**src/hdl/swsd_pkg.sv**
```systemverilog
// Shared constants, codes and control structs for the sample window statistics block.
package swsd_pkg;

  // Default widths of the voltage and counter paths
  localparam int VoltageBitsDef = 16;
  localparam int CountBitsDef   = 16;

  // Fixed field widths
  localparam int TimeBits     = 63;
  localparam int GapBits      = 32;
  localparam int TotalBits    = 48;
  localparam int CfgBits      = 16;
  localparam int CfgIndexBits = 2;
  localparam int AvgFrac      = 16;

  // Register reset values
  localparam logic [CfgBits-1:0] DipThresholdRst  = 16'd1638;
  localparam logic [CfgBits-1:0] DipHysteresisRst = 16'd492;
  localparam logic [CfgBits-1:0] AverageWeightRst = 16'd66;

  // Configuration register indexes
  typedef enum logic [CfgIndexBits-1:0] {
    CfgDipThreshold  = 2'd0,
    CfgDipHysteresis = 2'd1,
    CfgAverageWeight = 2'd2
  } cfg_index_e;

  // Commands from the controller to the datapath
  typedef struct packed {
    logic capture;
    logic stats;
    logic merge;
    logic dip;
    logic div_start;
    logic load;
  } swsd_cmd_t;

  // Status from the datapath to the controller
  typedef struct packed {
    logic last;
    logic div_done;
  } swsd_status_t;

endpackage

```
**src/hdl/swsd_ctrl.sv**
```systemverilog
// Controller: sequences one sample through the datapath and hands off the result word.
module swsd_ctrl
  import swsd_pkg::*;
(
  input  logic         clk_i,
  input  logic         rst_ni,
  input  logic         in_valid_i,
  output logic         in_ready_o,
  output logic         out_valid_o,
  input  logic         out_ready_i,
  input  swsd_status_t status_i,
  output swsd_cmd_t    cmd_o
);

  typedef enum logic [5:0] {
    S_IDLE  = 6'b000001,
    S_STATS = 6'b000010,
    S_MERGE = 6'b000100,
    S_DIP   = 6'b001000,
    S_DIV   = 6'b010000,
    S_EMIT  = 6'b100000
  } state_e;

  state_e state_q, state_d;
  logic   out_valid_q, out_valid_d;
  logic   out_free;

  assign out_free   = !out_valid_q || out_ready_i;
  assign in_ready_o = (state_q == S_IDLE);

  // Next state and commands
  always_comb begin
    state_d = state_q;
    cmd_o   = '0;
    unique case (state_q)
      S_IDLE: begin
        if (in_valid_i) begin
          cmd_o.capture = 1'b1;
          state_d       = S_STATS;
        end
      end
      S_STATS: begin
        cmd_o.stats = 1'b1;
        state_d     = S_MERGE;
      end
      S_MERGE: begin
        cmd_o.merge = 1'b1;
        state_d     = S_DIP;
      end
      S_DIP: begin
        cmd_o.dip = 1'b1;
        if (status_i.last) begin
          cmd_o.div_start = 1'b1;
          state_d         = S_DIV;
        end else begin
          state_d = S_IDLE;
        end
      end
      S_DIV: begin
        if (status_i.div_done) state_d = S_EMIT;
      end
      S_EMIT: begin
        if (out_free) begin
          cmd_o.load = 1'b1;
          state_d    = S_IDLE;
        end
      end
      default: state_d = S_IDLE;
    endcase
  end

  // Hold the result word until taken
  always_comb begin
    out_valid_d = out_valid_q;
    if (cmd_o.load) begin
      out_valid_d = 1'b1;
    end else if (out_ready_i) begin
      out_valid_d = 1'b0;
    end
  end

  always_ff @(posedge clk_i or negedge rst_ni) begin
    if (!rst_ni) begin
      state_q     <= S_IDLE;
      out_valid_q <= 1'b0;
    end else begin
      state_q     <= state_d;
      out_valid_q <= out_valid_d;
    end
  end

  assign out_valid_o = out_valid_q;

endmodule

```
**config.mk**
```make
export PLATFORM = sky130hd
export DESIGN_NAME = swsd_ctrl
export DESIGN_NICKNAME = d
export VERILOG_FILES = /design/src/hdl/swsd_pkg.sv /design/src/hdl/swsd_ctrl.sv
export SDC_FILE = /design/constraint.sdc
export NUM_CORES = 1
export LEC_CHECK = 0
export ABC_AREA = 0
export ABC_CLOCK_PERIOD_IN_PS = 1900
export CAP_MARGIN = 20
export CORE_AREA = 2 2 39 41
export DETAILED_ROUTE_END_ITERATION = 10
export DIE_AREA = 0 0 41 43
export DONT_BUFFER_PORTS = 1
export GPL_TIMING_DRIVEN = 0
export HOLD_SLACK_MARGIN = 0.1
export PLACE_DENSITY_LB_ADDON = 0.12
export RECOVER_POWER = 25
export SLEW_MARGIN = 20
export SYNTH_ARGS = -nofsm -noshare
export SYNTH_HDL_FRONTEND = slang
export SYNTH_SLANG_ARGS = --single-unit
```
**constraint.sdc**
```tcl
create_clock -name clk_i -period 1.9 [get_ports clk_i]
set_input_delay 0.095 -clock clk_i [delete_from_list [all_inputs] [get_ports clk_i]]
set_output_delay 0.095 -clock clk_i [all_outputs]
set_load 0.02 [all_outputs]
```
# Word level (Yosys, flattened, before mapping)
# Cells that the tools add are included.
# word_totals
regBits,7
latchBits,0
ram_bits,0
romBits,0
in_bits,6
output_inout_bits,8
wordCells,30
mem_count,0
# classes
addsub,0
mul,0
div_mod_pow,0
n_lt_le_gt_ge,0
n_eq_ne,9
n_shift,0
muxes,15
bitwise_logic,0
reduce_logical,4
# op_table
cell,n
$pmux W6 S6,1
$mux W6,3
$mux W1,9
$eq A6 B1 Y1 const B,1
$eq A6 B2 Y1 const B,1
$eq A6 B3 Y1 const B,1
$eq A6 B4 Y1 const B,1
$eq A6 B5 Y1 const B,1
$eq A6 B6 Y1 const B,1
$ne A2 B2 Y1 const B,3
$mux W5,1
$reduce_and A3 Y1,1
$mux W2,1
$reduce_bool A2 Y1,1
$logic_not A1 Y1,1
$logic_or A1 B1 Y1,1

# Logic depth before layout (Yosys ltp)
# Gate-level depths: netlist (run 1).
# logic_depth
depth_word,5
ltp_mapped,4
ltp_nobuf,4

# Worst setup path before layout (run 1)
# No wires, ideal clock.
# synth_path
path_type,register to register
start,register state_q[5]
end,register state_q[4]
setup_time_ns,0.075
arrival_time_ns,1.523
path_slack_ns,0.302
stages_incl_launch_ff,5
path_buffers,0
synth_period_minus_slack_ns,1.598
path_cell_list,dfrtp_1 or4_4 nor2_2 and2_4 o21bai_2
# synth_between
elab_chain_cells,3
elab_cells_between_ends,11
# synth_rtl
element,line,text
"start, declared",swsd_ctrl.sv:24,"state_e state_q, state_d;"
"start signal, assigned",swsd_ctrl.sv:87,state_q <= state_d;
"$eq A6 B6 Y1, or another cell as far along",swsd_ctrl.sv:35,unique case (state_q)
$ne A2 B2 Y1 (no source line),--,
$reduce_and A3 Y1 (no source line),--,
# Parallel ways exist; a longest one is shown, timed or not.
# A chain may end at the register's enable or synchronous reset.

==> metrics.yaml, run 1 <==
critical_path:
  critPathMaxStageDelay_ns: 0.56
  r2r_cells: 4
  crit_path_top_delay_cell: "or4_4"
  path_class: "reg2out"
  required_ns: 1.80
  cp-end-kind: "output port"
  cp-startpoint: "state_q[5]"
  crit_arrival_ns: 1.69
  r2r_setup_slack_ns: 0.27
  crit_buf_inv: 0
  crit_path_start_kind: "register"
  rr_endpoint: "state_q[4]"
  reg2reg_from: "state_q[5]"
  path_cells: "or4_4 -> nor2_4 -> and2_4"
  cp_max_fo: 8
  critPathTopFamily: "simple AND/OR/NAND/NOR gates"
cts:
  numCtsBuffers: 3
  clk_path_buf_depth: 2
  clk_latency_ns: 0.25
  cts.sinks: 7
  cts-root-buf: "clkbuf_4"
  cts_tree: "done"
  h-tree-depth: 1
  clk_pin_slew_ns: 0.05
  post_cts_buffers: 0
hold_path:
  hold_class: "in2reg"
  hold_path_end: "state_q[4]"
  hold_depth: 2
  min-delay-start: "status_i[1]"
routing:
  route.met2.wl_um: 400
  drt_iter0_markers: 3
  drt_wl_total_um: 872
  wire_per_inst_um: 12.1
  highest_layer: "met3"
  ant_nets: 0
  drtPass1Iterations: 2
  wl_met1_um: 415
  num_vias: 365
  drc: 0
  wl_met3_um: 56
  via_per_inst: 5.07
timing:
  fin_crit_sh_pct: 94.0
  clock_skew_ns: 0.00386
  setup_viol: 0
  hold_viol_final: 0
  worstMarginPinSlew_ns: 0.376
  setup_ws_ns: 0.113
  slew_headroom_pct: 74.8
  setup-tns-final_ns: 0
  timing.fmax_mhz: 560
  fin_crit_ns: 1.79
  rsz0062_at_grt: "no"
  slew_viol_final: 0
synth:
  synth_area_um2: 424
  yosysWarnings: 0
  synth.net_count: 52
  synthTopCellsByArea: "dfrtp_1 (35%), dfstp_2 (6.2%), nor2_1 (5.3%)"
  yosysTopAreaCellShare_pct: 35.4
  synth.avg_cell_area_um2: 9.22
  yosys_register_bits: 7
  yosysUniqueCellTypes: 26
  netlist_instances: 46
  yosysTopAreaCell: "dfrtp_1"
  seq_area_frac_synth_pct: 41.6
finish:
  syn_to_final_growth_pct: 28.0
  layout.nets: 63
  drive_above_1_share_pct: 23.2
  final_cell_mix: "dlygate4sd3_1 (6), dfrtp_1 (6), nor2_1 (5)"
  antennaDiodeCount: 0
floorplan:
  die_area_um2: 1760
  start_util_pct: 30.7
  num_io_pins: 14
  die_h_um: 43
  core_area_um2: 1380
  rows: 14
  die_x_um: 41
status:
  status: "finished, final reports clean"
run:
  max-cap-violations: 0
pwr:
  vdd_drop_max_uv: 544
  powerDensity_nw_per_um2: 1140
  power_uw: 618
  total_leakage_power_nw: 0.239
placed_design:
  place_hpwl_um: 641
  gp_congestion: 0.803
  dp_slack_ns: 0.198
  io_buffers: 0
global_route:
  grtUsageTotal_pct: 12.4
  grt_max_degree: 10
  grt_pass1_vias: 340
  antenna_found_initial: 0
  grt-ovfl-total: 0
  grt_pass1_wl_um: 1420
worst max path at each step:
stage | endpoint | slack [ns] | cells past startpoint
3_3_place_gp | state_q[4] | 0.21 | 4
3_5_place_dp | state_q[4] | 0.20 | 4
5_1_grt | cmd_o[5] | 0.0002 | 4
4_1_cts | cmd_o[1] | 0.02 | 3
6_report | cmd_o[1] | 0.11 | 3
2_1_floorplan | state_q[4] | 0.30 | 4
through the flow:
step / hold slack [ns] / instance area, um2 / utilization (%) / std cells
after floorplan: -0.201 / 424 / - / 46
after global placement: -0.200 / 444 / 32.1 / 62
after detailed placement: -0.200 / 444 / 32.1 / 62
after CTS: 0.144 / 536 / 38.7 / 72
after global routing: 0.145 / 543 / 39.2 / 72
final: 0.151 / 543 / 39.2 / 72
metal layers:
| metal | GRT usage (%) | vias up |
|---|---|---|
| li1 | - | 181 |
| met5 | 0 | - |
| met1 | 16.3 | 175 |
| met2 | 16.3 | 9 |
| met3 | 6.28 | 0 |
| met4 | 6.00 | 0 |
logic make-up after synthesis:
family / Yosys count / share of synthesized area [%]
buffers and inverters: 1 / 1.77
flip-flops: 7 / 41.6
AND/OR/NAND/NOR: 30 / 44.0
AO/OA/AOI/OAI: 7 / 10.6
XOR/XNOR: 1 / 2.07
sequential cells by signal, summed over array words and instances (netlist names):
name         count
state_q          6
out_valid_o      1
cells in the mapped netlist:
cell type	number
and2b_1	1
nand3b_1	2
nand2b_1	2
nor2_2	1
or3b_1	1
o21bai_2	1
nor2_1	6
nor3_1	1
dfstp_2	1
nor3_2	1
dfrtp_1	6
nand2_1	3
nand4b_1	1
or4_4	1
or2_2	1
buf_4	1
and2_4	1
and3_1	2
a21oi_1	2
o21ai_0	2
nor2b_1	2
a31oi_1	1
nor3b_1	2
o211ai_1	1
xor2_1	1
and2_1	2
final cells by class:
type                            count  area (um2)
Fill cell                         151         841
Tap cell                           16        20.0
Timing Repair Buffer                6        60.1
Sequential cell                     7         176
Buffer                              1        7.51
Multi-Input combinational cell     38         253
Clock buffer                        4        26.3
where the power goes:
| group | leakage, nW | internal (mW) | switching [mW] |
|---|---|---|---|
| registers | 0.0930 | 0.186 | 0.0335 |
| logic | 0.131 | 0.100 | 0.165 |
| clock network | 0.0150 | 0.0801 | 0.0535 |
what timing repair did:
action | CTS | global route
endpoints found under the setup margin | 1 | 2
gates resized for setup | 1 | 2
hold buffers | 6 | 0
pin swaps | 0 | 0
hold endpoints to repair | 12 | 0
Power figures use the tool's default switching activity.
==> inputs of run 2 (changes only) <==
Settings changed: ABC_CLOCK_PERIOD_IN_PS 1900 to 1660.
Clock period 1.9 ns to 1.66 ns, I/O delays scaled along.
==> metrics.yaml, run 2 (synthesis results as in run 1) <==
finish:
  drive_above_1_share_pct: 31.6
  syn_to_final_growth_pct: 33.0
  multiInputGateArea_um2: 264
  final_cell_mix: "dlygate4sd3_1 (6), nor2_1 (5), dfrtp_1 (4)"
  layout.nets: 64
  largest_reg_flops: 6
  final_common_cell: "dlygate4sd3_1"
  final_area_um2: 564
  top_register: "state_q"
  n_fill_cell: 149
  post-route-util_pct: 40.8
  regArea_um2: 179
  antennaDiodeCount: 0
global_route:
  grt_pass1_wl_um: 1500
  grt-ovfl-total: 0
  grt_max_degree: 10
  grt_pass1_vias: 360
  grtUsageTotal_pct: 13.1
  antenna_found_initial: 0
critical_path:
  critPathMaxStageDelay_ns: 0.57
  r2r_cells: 4
  path_cells: "or4_4 -> nor2_4 -> and2_4"
  required_ns: 1.58
  crit_path_start_kind: "register"
  cp-end-kind: "output port"
  cp-startpoint: "state_q[1]"
  crit_path_top_delay_cell: "or4_4"
  cp_max_fo: 4
  path_class: "reg2out"
  rr_endpoint: "state_q[5]"
  reg2reg_from: "out_valid_o"
  crit_end: "cmd_o[1]"
  crit_arrival_ns: 1.64
  r2r_setup_slack_ns: 0.09
timing:
  worstMarginPinSlew_ns: 0.377
  slew_viol_final: 0
  setup_ws_ns: -0.0584
  hold_viol_final: 0
  clock_skew_ns: 0.00739
  rsz0062_at_grt: "yes"
  fin_crit_sh_pct: 104
  setup_viol: 2
  slew_headroom_pct: 74.7
  fin_crit_ns: 1.72
  timing.fmax_mhz: 582
placed_design:
  place_area_um2: 444
  io_buffers: 0
  place_hpwl_um: 641
  gp_congestion: 0.803
cts:
  h-tree-depth: 1
  clk_pin_slew_ns: 0.06
  clk_latency_ns: 0.26
  clk_path_buf_depth: 2
  numCtsBuffers: 3
  cts-root-buf: "clkbuf_4"
  cts.sinks: 7
  cts_tree: "done"
floorplan:
  core_area_um2: 1380
  die_x_um: 41
  die_h_um: 43
  num_io_pins: 14
  start_util_pct: 30.7
  rows: 14
  die_area_um2: 1760
routing:
  drtPass1Iterations: 4
  num_vias: 368
  ant_nets: 0
  wire_per_inst_um: 13.1
  drc: 0
  drt_wl_total_um: 955
  drt_iter0_markers: 1
  via_per_inst: 5.04
pwr:
  total_leakage_power_nw: 0.244
  power_uw: 730
  powerDensity_nw_per_um2: 1290
  vdd_drop_max_uv: 545
run:
  max-cap-violations: 0
hold_path:
  min-delay-start: "status_i[1]"
  hold_class: "in2reg"
status:
  violations: "setup timing"
  status: "finished with violations"
[run 2: changes by cell type in the layout (fill, tap and decap cells not counted), sizes merged]
cell,before,now
buf,1,2
[run 2: metrics by stage]
| step | setup TNS (ns) | instances | setup slack [ns] | hold WS [ns] |
|---|---|---|---|---|
| 5_1_grt | -0.232 | 73 | -0.114 | 0.137 |
| 6_report | -0.0729 | 73 | -0.0584 | 0.138 |
| 3_5_place_dp | -0.0425 | 62 | -0.0425 | -0.212 |
| 2_1_floorplan | 0 | 46 | 0.0621 | -0.213 |
| 4_1_cts | -0.119 | 73 | -0.0685 | 0.132 |
| 3_3_place_gp | -0.0331 | 62 | -0.0320 | -0.212 |
[run 2: routing by layer]
| layer | global-route usage [%] | share of wire [%] | wire (um) | vias to the layer above |
|---|---|---|---|---|
| met3 | 7.33 | 8.6 | 82 | 2 |
| met1 | 16.0 | 44 | 416 | 171 |
| met4 | 6.67 | 0.84 | 8 | 0 |
| met2 | 17.8 | 47 | 448 | 12 |
| li1 | - | - | - | 183 |
| met5 | 0 | 0 | 0 | - |
[run 2: layout make-up]
cell class	instances	area share [%]
Multi-Input combinational cell	38	46.8
Sequential cell	7	31.7
Timing Repair Buffer	7	12.0
Clock buffer	4	4.66
Tap cell	16	3.55
Buffer	1	1.33
[run 2: how the worst min path moves through the flow]
| stage | slack, ns | end | depth (start not counted) |
|---|---|---|---|
| finish | 0.14 | state_q[4] | 2 |
| global route | 0.14 | state_q[4] | 2 |
| CTS | 0.13 | state_q[4] | 2 |
| detailed placement | -0.21 | state_q[5] | 0 |
| global placement | -0.21 | state_q[4] | 0 |
| floorplan | -0.21 | out_valid_o | 0 |
[run 2: critical path, delay by kind of cell, from the launching register on]
family | cells | cell delay [ns]
flops | 1 | 0.40
simple gates | 3 | 0.98
[run 2: report_power, final]
group | switching, mW | internal [mW]
Combinational | 0.196 | 0.124
Clock | 0.0650 | 0.0919
Sequential | 0.0394 | 0.213
Total | 0.301 | 0.429
[run 2: repair_timing]
action | in CTS | in global routing
setup endpoints to repair | 4 | 3
endpoints found under the hold margin | 12 | 0
gates resized for setup | 5 | 3
pin swaps | 2 | 3
hold buffers | 6 | 0
setup buffers | 1 | 0
