File: config.mk
export PLATFORM = sky130hd
export DESIGN_NAME = swsd_datapath
export DESIGN_NICKNAME = d
export VERILOG_FILES = /design/src/hdl/swsd_pkg.sv /design/src/hdl/swsd_divider.sv /design/src/hdl/swsd_datapath.sv
export SDC_FILE = /design/constraint.sdc
export NUM_CORES = 2
export LEC_CHECK = 0
export CORE_MARGIN = 8
export CORE_UTILIZATION = 30
export CTS_CLUSTER_DIAMETER = 40
export DETAILED_ROUTE_END_ITERATION = 6
export DONT_BUFFER_PORTS = 1
export GPL_TIMING_DRIVEN = 0
export MAX_ROUTING_LAYER = met4
export PLACE_DENSITY_LB_ADDON = 0.15
export REMOVE_ABC_BUFFERS = 1
export SLEW_MARGIN = 15
export SYNTH_ARGS = -nofsm -noshare
export SYNTH_HDL_FRONTEND = slang
export SYNTH_HIERARCHICAL = 1
export SYNTH_SLANG_ARGS = --single-unit
File: constraint.sdc
create_clock -name clk_i -period 21.2 [get_ports clk_i]
set_input_delay 2.12 -clock clk_i [delete_from_list [all_inputs] [get_ports clk_i]]
set_output_delay 2.12 -clock clk_i [all_outputs]
set_load 0.02 [all_outputs]
File: src/hdl/swsd_pkg.sv
// Shared constants, codes and control structs for the sample window statistics block.
package swsd_pkg;

  // Default widths of the voltage and counter paths
  localparam int VoltageBitsDef = 16;
  localparam int CountBitsDef   = 16;

  // Fixed field widths
  localparam int TimeBits     = 63;
  localparam int GapBits      = 32;
  localparam int TotalBits    = 48;
  localparam int CfgBits      = 16;
  localparam int CfgIndexBits = 2;
  localparam int AvgFrac      = 16;

  // Register reset values
  localparam logic [CfgBits-1:0] DipThresholdRst  = 16'd1638;
  localparam logic [CfgBits-1:0] DipHysteresisRst = 16'd492;
  localparam logic [CfgBits-1:0] AverageWeightRst = 16'd66;

  // Configuration register indexes
  typedef enum logic [CfgIndexBits-1:0] {
    CfgDipThreshold  = 2'd0,
    CfgDipHysteresis = 2'd1,
    CfgAverageWeight = 2'd2
  } cfg_index_e;

  // Commands from the controller to the datapath
  typedef struct packed {
    logic capture;
    logic stats;
    logic merge;
    logic dip;
    logic div_start;
    logic load;
  } swsd_cmd_t;

  // Status from the datapath to the controller
  typedef struct packed {
    logic last;
    logic div_done;
  } swsd_status_t;

endpackage

File: src/hdl/swsd_divider.sv
// Restoring divider, one quotient bit per cycle, for the average interval.
module swsd_divider
  import swsd_pkg::*;
#(
  parameter int COUNT_BITS = CountBitsDef
) (
  input  logic                  clk_i,
  input  logic                  rst_ni,
  input  logic                  start_i,
  input  logic [TotalBits-1:0]  dividend_i,
  input  logic [COUNT_BITS-1:0] divisor_i,
  output logic                  done_o,
  output logic [TotalBits-1:0]  quotient_o
);

  localparam int StepBits = $clog2(TotalBits + 1);
  localparam logic [StepBits-1:0] Steps = StepBits'(TotalBits);

  logic [StepBits-1:0]   step_q, step_d;
  logic                  busy_q, busy_d;
  logic                  done_q, done_d;
  logic [TotalBits-1:0]  quo_q, quo_d;
  logic [COUNT_BITS-1:0] rem_q, rem_d;
  logic [COUNT_BITS-1:0] dvs_q, dvs_d;
  logic [COUNT_BITS:0]   rem_sh;
  logic [COUNT_BITS:0]   diff;

  // Shift in the next dividend bit and try a subtraction
  always_comb begin
    rem_sh = {rem_q, quo_q[TotalBits-1]};
    diff   = rem_sh - {1'b0, dvs_q};
    step_d = step_q;
    busy_d = busy_q;
    done_d = done_q;
    quo_d  = quo_q;
    rem_d  = rem_q;
    dvs_d  = dvs_q;
    if (start_i) begin
      step_d = Steps;
      busy_d = 1'b1;
      done_d = 1'b0;
      quo_d  = dividend_i;
      rem_d  = '0;
      dvs_d  = divisor_i;
    end else if (busy_q) begin
      if (rem_sh >= {1'b0, dvs_q}) begin
        rem_d = diff[COUNT_BITS-1:0];
        quo_d = {quo_q[TotalBits-2:0], 1'b1};
      end else begin
        rem_d = rem_sh[COUNT_BITS-1:0];
        quo_d = {quo_q[TotalBits-2:0], 1'b0};
      end
      step_d = step_q - StepBits'(1);
      if (step_q == StepBits'(1)) begin
        busy_d = 1'b0;
        done_d = 1'b1;
      end
    end
  end

  // Control registers
  always_ff @(posedge clk_i or negedge rst_ni) begin
    if (!rst_ni) begin
      step_q <= '0;
      busy_q <= 1'b0;
      done_q <= 1'b0;
    end else begin
      step_q <= step_d;
      busy_q <= busy_d;
      done_q <= done_d;
    end
  end

  // Working registers
  always_ff @(posedge clk_i) begin
    quo_q <= quo_d;
    rem_q <= rem_d;
    dvs_q <= dvs_d;
  end

  assign done_o     = done_q;
  assign quotient_o = quo_q;

endmodule

File: src/hdl/swsd_datapath.sv
// Datapath: registers, window statistics, moving average, dip detector and result word.
module swsd_datapath
  import swsd_pkg::*;
#(
  parameter int VOLTAGE_BITS = VoltageBitsDef,
  parameter int COUNT_BITS   = CountBitsDef
) (
  input  logic                    clk_i,
  input  logic                    rst_ni,
  input  swsd_cmd_t               cmd_i,
  output swsd_status_t            status_o,
  // register writes
  input  logic                    cfg_we_i,
  input  logic [CfgIndexBits-1:0] cfg_index_i,
  input  logic [CfgBits-1:0]      cfg_data_i,
  // sample word
  input  logic [VOLTAGE_BITS-1:0] voltage_i,
  input  logic [TimeBits-1:0]     timestamp_i,
  input  logic                    window_first_i,
  input  logic                    window_last_i,
  // result word
  output logic [COUNT_BITS-1:0]   sample_count_o,
  output logic [VOLTAGE_BITS-1:0] min_voltage_o,
  output logic [VOLTAGE_BITS-1:0] max_voltage_o,
  output logic [VOLTAGE_BITS-1:0] average_voltage_o,
  output logic [COUNT_BITS-1:0]   dip_count_o,
  output logic [GapBits-1:0]      min_interval_o,
  output logic [GapBits-1:0]      max_interval_o,
  output logic [GapBits-1:0]      average_interval_o,
  output logic                    interval_valid_o
);

  localparam int AccBits  = VOLTAGE_BITS + AvgFrac;
  localparam int WvBits   = CfgBits + VOLTAGE_BITS;
  localparam int PwBits   = CfgBits + 1;
  localparam int PaccBits = PwBits + AccBits;
  localparam int CmpBits  = ((AccBits > CfgBits + AvgFrac) ? AccBits : CfgBits + AvgFrac) + 2;
  localparam logic [PwBits-1:0]   WeightOne = PwBits'(1) << AvgFrac;
  localparam logic [PaccBits:0]   RoundHalf = (PaccBits + 1)'(1) << (AvgFrac - 1);
  localparam logic [AccBits:0]    OutRound  = (AccBits + 1)'(1) << (AvgFrac - 1);

  // Configuration registers
  logic [CfgBits-1:0] thr_q, hys_q, weight_q;

  // Captured sample
  logic [VOLTAGE_BITS-1:0] v_q;
  logic [TimeBits-1:0]     t_q;
  logic                    first_q, last_q;

  // Carried state
  logic [AccBits-1:0]      acc_q;
  logic                    seeded_q;
  logic                    in_dip_q;
  logic [COUNT_BITS-1:0]   dips_q;
  logic [COUNT_BITS-1:0]   count_q;
  logic [VOLTAGE_BITS-1:0] lowest_q, highest_q;
  logic [TimeBits-1:0]     prev_t_q;
  logic [GapBits-1:0]      shortest_q, longest_q;
  logic [TotalBits-1:0]    total_q;

  // Intermediate registers between steps
  logic [GapBits-1:0]      gap_q;
  logic                    has_gap_q;
  logic [WvBits-1:0]       wv_q;
  logic [PaccBits-1:0]     pacc_q;

  // Step logic
  logic [TimeBits-1:0]     t_diff;
  logic [GapBits-1:0]      gap_sat;
  logic [TotalBits:0]      total_sum;
  logic [PaccBits:0]       pacc_round;
  logic [AccBits-1:0]      acc_blend;
  logic [CmpBits-1:0]      cmp_sample, cmp_level, cmp_leave;
  logic [AccBits:0]        avg_round;
  logic [VOLTAGE_BITS:0]   avg_wide;
  logic [VOLTAGE_BITS-1:0] avg_sat;
  logic [TotalBits-1:0]    quotient;
  logic                    div_done;
  logic [COUNT_BITS-1:0]   divisor;
  logic                    enough;

  // Saturated gap to the previous sample, zero when time steps back
  always_comb begin
    t_diff  = (t_q >= prev_t_q) ? (t_q - prev_t_q) : '0;
    gap_sat = (t_diff[TimeBits-1:GapBits] != '0) ? '1 : t_diff[GapBits-1:0];
  end

  // Saturated interval total and rounded average blend
  always_comb begin
    total_sum  = {1'b0, total_q} + (TotalBits + 1)'(gap_q);
    pacc_round = {1'b0, pacc_q} + RoundHalf;
    acc_blend  = AccBits'(pacc_round[PaccBits:AvgFrac]) + AccBits'(wv_q);
  end

  // Dip comparisons on the sample plus threshold against the average
  always_comb begin
    cmp_sample = (CmpBits'(v_q) << AvgFrac) + (CmpBits'(thr_q) << AvgFrac);
    cmp_level  = CmpBits'(acc_q);
    cmp_leave  = CmpBits'(acc_q) + (CmpBits'(hys_q) << AvgFrac);
  end

  // Rounded, saturated average voltage for the result
  always_comb begin
    avg_round = {1'b0, acc_q} + OutRound;
    avg_wide  = avg_round[AccBits:AvgFrac];
    avg_sat   = avg_wide[VOLTAGE_BITS] ? '1 : avg_wide[VOLTAGE_BITS-1:0];
  end

  assign enough  = (count_q >= COUNT_BITS'(2));
  assign divisor = count_q - COUNT_BITS'(1);

  // Configuration registers
  always_ff @(posedge clk_i or negedge rst_ni) begin
    if (!rst_ni) begin
      thr_q    <= DipThresholdRst;
      hys_q    <= DipHysteresisRst;
      weight_q <= AverageWeightRst;
    end else if (cfg_we_i) begin
      unique case (cfg_index_i)
        CfgDipThreshold:  thr_q    <= cfg_data_i;
        CfgDipHysteresis: hys_q    <= cfg_data_i;
        CfgAverageWeight: weight_q <= cfg_data_i;
        default: ;
      endcase
    end
  end

  // Capture the sample word and hold the step products
  always_ff @(posedge clk_i) begin
    if (cmd_i.capture) begin
      v_q     <= voltage_i;
      t_q     <= timestamp_i;
      first_q <= window_first_i;
      last_q  <= window_last_i;
    end
    if (cmd_i.stats) begin
      gap_q  <= gap_sat;
      wv_q   <= WvBits'(weight_q) * WvBits'(v_q);
      pacc_q <= PaccBits'(WeightOne - PwBits'(weight_q)) * PaccBits'(acc_q);
    end
  end

  // Carried state: window statistics, average and dip detector
  always_ff @(posedge clk_i or negedge rst_ni) begin
    if (!rst_ni) begin
      acc_q      <= '0;
      seeded_q   <= 1'b0;
      in_dip_q   <= 1'b0;
      dips_q     <= '0;
      count_q    <= '0;
      lowest_q   <= '1;
      highest_q  <= '0;
      prev_t_q   <= '0;
      shortest_q <= '1;
      longest_q  <= '0;
      total_q    <= '0;
      has_gap_q  <= 1'b0;
    end else begin
      // clear on a window start, take the voltage, count the sample
      if (cmd_i.stats) begin
        prev_t_q <= t_q;
        if (first_q) begin
          count_q    <= COUNT_BITS'(1);
          lowest_q   <= v_q;
          highest_q  <= v_q;
          dips_q     <= '0;
          shortest_q <= '1;
          longest_q  <= '0;
          total_q    <= '0;
          has_gap_q  <= 1'b0;
        end else begin
          if (count_q != '1) count_q <= count_q + COUNT_BITS'(1);
          if (v_q < lowest_q) lowest_q <= v_q;
          if (v_q > highest_q) highest_q <= v_q;
          has_gap_q <= (count_q != '0);
        end
      end
      // fold the gap in and advance the average
      if (cmd_i.merge) begin
        if (has_gap_q) begin
          if (gap_q < shortest_q) shortest_q <= gap_q;
          if (gap_q > longest_q) longest_q <= gap_q;
          total_q <= total_sum[TotalBits] ? '1 : total_sum[TotalBits-1:0];
        end
        if (!seeded_q) begin
          acc_q    <= AccBits'(v_q) << AvgFrac;
          seeded_q <= 1'b1;
        end else begin
          acc_q <= acc_blend;
        end
      end
      // enter or leave a dip
      if (cmd_i.dip) begin
        if (!in_dip_q && (cmp_sample < cmp_level)) begin
          in_dip_q <= 1'b1;
          if (dips_q != '1) dips_q <= dips_q + COUNT_BITS'(1);
        end else if (in_dip_q && (cmp_sample > cmp_leave)) begin
          in_dip_q <= 1'b0;
        end
      end
    end
  end

  swsd_divider #(
    .COUNT_BITS (COUNT_BITS)
  ) u_divider (
    .clk_i      (clk_i),
    .rst_ni     (rst_ni),
    .start_i    (cmd_i.div_start),
    .dividend_i (total_q),
    .divisor_i  (divisor),
    .done_o     (div_done),
    .quotient_o (quotient)
  );

  // Result word register
  always_ff @(posedge clk_i) begin
    if (cmd_i.load) begin
      sample_count_o    <= count_q;
      min_voltage_o     <= lowest_q;
      max_voltage_o     <= highest_q;
      average_voltage_o <= avg_sat;
      dip_count_o       <= dips_q;
      min_interval_o    <= shortest_q;
      max_interval_o    <= longest_q;
      interval_valid_o  <= enough;
      if (!enough) begin
        average_interval_o <= '0;
      end else if (quotient[TotalBits-1:GapBits] != '0) begin
        average_interval_o <= '1;
      end else begin
        average_interval_o <= quotient[GapBits-1:0];
      end
    end
  end

  assign status_o.last     = last_q;
  assign status_o.div_done = div_done;

endmodule

== Word level (Yosys, flattened, before mapping) ==
Index checks and enable logic that the tools add are counted.

* Register bits: 780

* Add/subtract/negate cells: 13
* Multipliers: 2
* Order comparisons: 9
* Eq/ne operators: 5
* Multiplexer cells: 44
* Reductions and logical operators: 21

{| class="wikitable"
|+ Operators by type and width
! kind !! number
|-
| 2-to-1 mux 32 bit || 12
|-
| 2-to-1 mux 48 bit || 7
|-
| 2-to-1 mux 16 bit || 12
|-
| adder 32 x 32 -> 33 bit || 2
|-
| >= comparator 63 bit || 1
|-
| 2-to-1 mux 63 bit || 1
|-
| subtractor 63 bit || 1
|-
| adder 48 x 32 -> 49 bit || 1
|-
| adder 48 x 16 -> 48 bit, second input constant || 1
|-
| multiplier 18 x 33 -> 48 bit || 1
|-
| adder 32 x 16 -> 33 bit, second input constant || 1
|-
| greater-than comparator 33 bit || 1
|-
| less-than comparator 33 x 32 -> 1 bit || 1
|-
| adder 16 x 1 -> 16 bit, second input constant || 2
|-
| adder 32 bit || 1
|-
| greater-than comparator 32 bit || 1
|-
| less-than comparator 32 bit || 1
|-
| multiplier 16 x 16 -> 32 bit || 1
|-
| != test 16 bit, second input constant || 2
|-
| nonzero test 16 bit || 2
|-
| nonzero test 31 bit || 1
|-
| subtractor 17 x 16 -> 18 bit, first input constant || 1
|-
| >= comparator 17 x 16 -> 1 bit || 1
|-
| >= comparator 16 x 2 -> 1 bit, second input constant || 1
|-
| other kinds (15) || 38
|}

== Depth between registers and ports, before layout ==
* Depth after elaboration: 5
* Depth in mapped cells: 33
* Depth with buffers taken out: 31

== By module ==
Netlist, hierarchy kept.

{| class="wikitable"
|+ By module, submodules not included
! module !! instances !! cells an instance !! area an instance (um2) !! seq. area each (um2)
|-
| swsd_datapath || 1 || 6396 || 62688.9 || 18795.5
|-
| swsd_divider || 1 || 369 || 4591.9 || 2442.3
|}

== Worst setup path after synthesis ==
No wires, ideal clock.

* Path kind: register to register
* From: register weight_q[5]
* To: register pacc_q[43], data pin
* Arrival time: 7623 ps
* Required time: 20942 ps
* Setup slack: 13319 ps
* Cell stages (with the launch flop): 31
* Cells stage by stage: dfrtp_1 clkbuf_1 or4_1 nor3_1 nand2_1 nor4_1 xnor2_1 clkbuf_1 nand2_1 fa_1 inv_1 fa_1 fa_1 fa_1 fa_1 inv_1 fa_1 inv_1 ha_1 a21o_1 a21o_1 a211oi_1 o22ai_1 a21oi_1 o21ai_1 a41o_1 o22a_1 a31oi_1 o21ai_1 a21oi_1 xnor2_1

* Cells in the longest elaborated chain, start to end: 2

{| class="wikitable"
|+ RTL lines
! element !! RTL line !! text
|-
| start, declared || swsd_datapath.sv:43 || <nowiki>logic [CfgBits-1:0] thr_q, hys_q, weight_q;</nowiki>
|-
| start signal, assigned || swsd_datapath.sv:117 || <nowiki>weight_q <= AverageWeightRst;</nowiki>
|-
| start signal, assigned || swsd_datapath.sv:122 || <nowiki>CfgAverageWeight: weight_q <= cfg_data_i;</nowiki>
|-
| subtractor 17 x 16 -> 18 bit || swsd_datapath.sv:139 || <nowiki>pacc_q <= PaccBits'(WeightOne - PwBits'(weight_q)) * PaccBits'(acc_q);</nowiki>
|-
| multiplier 18 x 33 -> 48 bit || swsd_datapath.sv:139 ||
|-
| end signal, assigned || swsd_datapath.sv:139 ||
|-
| end, declared || swsd_datapath.sv:65 || <nowiki>logic [PaccBits-1:0] pacc_q;</nowiki>
|}

No other way between the ends.
A chain may end at the register's enable or synchronous reset.

== Worst setup path after layout ==
* From: register weight_q[2]
* To: register pacc_q[47], data pin

The elaborated chain is that of the path after synthesis.

==> flow_summary.ini <==
[outcome]
status = completed

[final_layout]
fillers = 22800
area_delta_synth_final_pct = 14.2
drive_above_1_share_pct = 9.93
final_area_um2 = 76800
fin_nets = 7999
seq_area_um2 = 21300
multi_input_area_um2 = 41200

[clock_tree]
clock_tree.root_cell = clkbuf_16
cts_buffers = 159
path_clk_slew_ps = 50
htreeDepth = 4
cts_setup_buffers = 0
clockBufferDepth = 3
cts_sinks = 765
tritoncts = done
clock_latency_ps = 800
ctsResizeCount = 0
hold_buffers = 0

[yosys]
synthCells = 6765
ys_async_sr_fraction_pct = 43.1
yosysWarnings = 6
synth_top_area_share_pct = 19.3
yosysSeqAreaShare_pct = 31.6
synth_cell_types = 107
synth-edff-count = 419
syn_area_per_cell_um2 = 9.95
synthTopCellsByCount = 1007 x inv_1, 774 x nand2_1, 647 x fa_1
yosysTopAreaCell = fa_1
ys.flop_type = edfxtp_1
synth.area.top_cells = fa_1 19%, edfxtp_1 19%, ha_1 10%
yosys.cell_count.top_type = inv_1
netlist_area_um2 = 67300
ys_seq_elements = 765

[flow_run]
cap_violations = 0

[critical_path]
r2r-start = weight_q[2]$_DFFE_PN0P_
crit_type = reg2reg
cp.required_ps = 21760
rr_endpoint = pacc_q[47]$_DFFE_PP_
rrSetupSlack_ps = 10350
worst_setup_path_end_kind = register
crit_fanout = 34
crit_arrival_ps = 11410
worstSetupStartpointType = register
r2r_cells = 27
crit_start = weight_q[2]$_DFFE_PN0P_

[timing]
setup_tns_ps = 0
setup_viol = 0
period_minus_slack_ps = 10850
fmax_ghz = 0.0922
finalHoldViolCount = 0
drv_slew = 0
worstMarginPinSlew_ps = 1340
finalCritPeriodShare_pct = 51.2
max_slew_margin_pct = 10.7
grt_setup_unrepaired = no
skew_ps = 84.6

[die]
std_cell_rows = 174
start_util_pct = 30.1
coreArea_um2 = 224000
die_x_um = 490
io_pins = 287
die_area_um2 = 240000
die_h_um = 490

[route]
drc_errors = 0
wl_met1_um = 93500
drt_iter0_markers = 2650
dr.pass1.iters = 5
dr_wl_met3_um = 9150
ant_nets = 0
dr.max_layer_used = met4
vias_per_cell = 4.85
wire_per_inst_um = 20.6
wl_met2_um = 95600
wl_um = 203000
via_count = 47700

[worst_hold_path]
hp-class = reg2reg
min_from = highest_q[4]$_DFFE_PN0P_
holdPathStages = 0
hold_end = max_voltage_o[4]$_DFFE_PP_

[global_routing]
grt_max_degree = 331
antenna_found_initial = 20
grtUsageTotal_pct = 17.3
grt_pass1_wl_um = 312000
grt_overflow = 0
grt_pass1_vias = 49800

[placement]
io_buffers = 0
gp_congestion = 0.840
dp_hpwl_um = 150000
placed_cell_area_um2 = 71100
==> state kept, by name (all words and copies together) (netlist names), 32 cells and up <==
register	count
average_interval_o	32
u_divider/quotient_o	48
gap_q	32
min_interval_o	32
total_q	48
shortest_q	32
max_interval_o	32
longest_q	32
acc_q	32
t_q	63
prev_t_q	63
pacc_q	33
wv_q	32
==> cell usage in the layout (no fill, tap or decap), drive strengths merged, types with 49 or more instances in the layout <==
master,instances
inv,1045
nand2,777
fa,647
ha,555
edfxtp,419
and2,326
a21oi,307
nor2,277
dfrtp,268
o21ai,241
xnor2,176
clkbuf,176
a21o,133
mux2,132
xor2,97
nand3,91
mux2i,90
nor4,88
nor3,84
o21a,82
nand4,78
buf,74
dfstp,62
clkinv,54
nand2b,49
==> worst max-delay path, stage by stage (launching register included) <==
cell and delay, ps:
dfrtp_1 850, or4_1 750, nor3_1 490, nand3_4 700, xor2_4 900, buf_16 260, and2_1 180, fa_1 430
fa_1 570, fa_1 450, fa_1 530, fa_1 520, inv_1 50, fa_1 480, inv_1 40, ha_1 320
a21o_1 190, a21o_1 190, a211oi_1 250, o22ai_1 130, a21oi_1 430, o21ai_1 260, o41ai_2 600, o2111ai_1 280
a21oi_1 280, nor2b_1 70, nor2_1 120, xnor2_1 210
==> cell families (layout without fill, tap and decap cells) <==
kind of cell,Yosys count,in the layout,synth area share [%]
DFF,765,765,31.6
buffers and inverters,1318,1381,7.54
AOI/OAI and AO/OA,1040,1040,10.1
other,0,14,0
adders and majority gates,1202,1202,29.6
xor gates and xnor gates,273,273,3.55
and+or+nand+nor,1945,1945,14.1
muxes,222,222,3.55
==> metal layers <==
metal  GRT usage [%]  vias up
li1                -    22400
met5               -        -
met4            4.06        0
met2            27.8      941
met1            22.9    24100
met3            2.87      248
==> metrics by stage <==
stage	utilization [%]	cells	hold WS, ps	setup slack [ps]
3_5_place_dp	31.8	9518	448	10310
5_1_grt	34.3	9833	434	9840
3_3_place_gp	31.2	9446	458	5350
6_report	34.3	9834	453	10350
2_1_floorplan	-	6454	425	12060
4_1_cts	34.3	9818	426	10250
==> worst max path at each step <==
stage,end,slack (ps)
after floorplan,pacc_q[43]$_DFFE_PP_,12060
after global placement,pacc_q[47]$_DFFE_PP_,5350
after detailed placement,pacc_q[47]$_DFFE_PP_,10310
after CTS,pacc_q[47]$_DFFE_PP_,10250
after global routing,pacc_q[47]$_DFFE_PP_,9840
final,pacc_q[47]$_DFFE_PP_,10350
==> final cells by class <==
cell class | instances | share of cell area [%]
antenna | 14 | 0.0456
clock buffer | 176 | 5.32
clock inverter | 124 | 2.03
inverter | 1007 | 4.92
multi-input combinational | 4682 | 53.7
sequential | 765 | 27.7
tap | 2992 | 4.87
timing repair buffer | 74 | 1.45
Power is left out: the tool's default activity adds up to more than one toggle a clock period on the data nets, which glitch-free logic cannot reach.
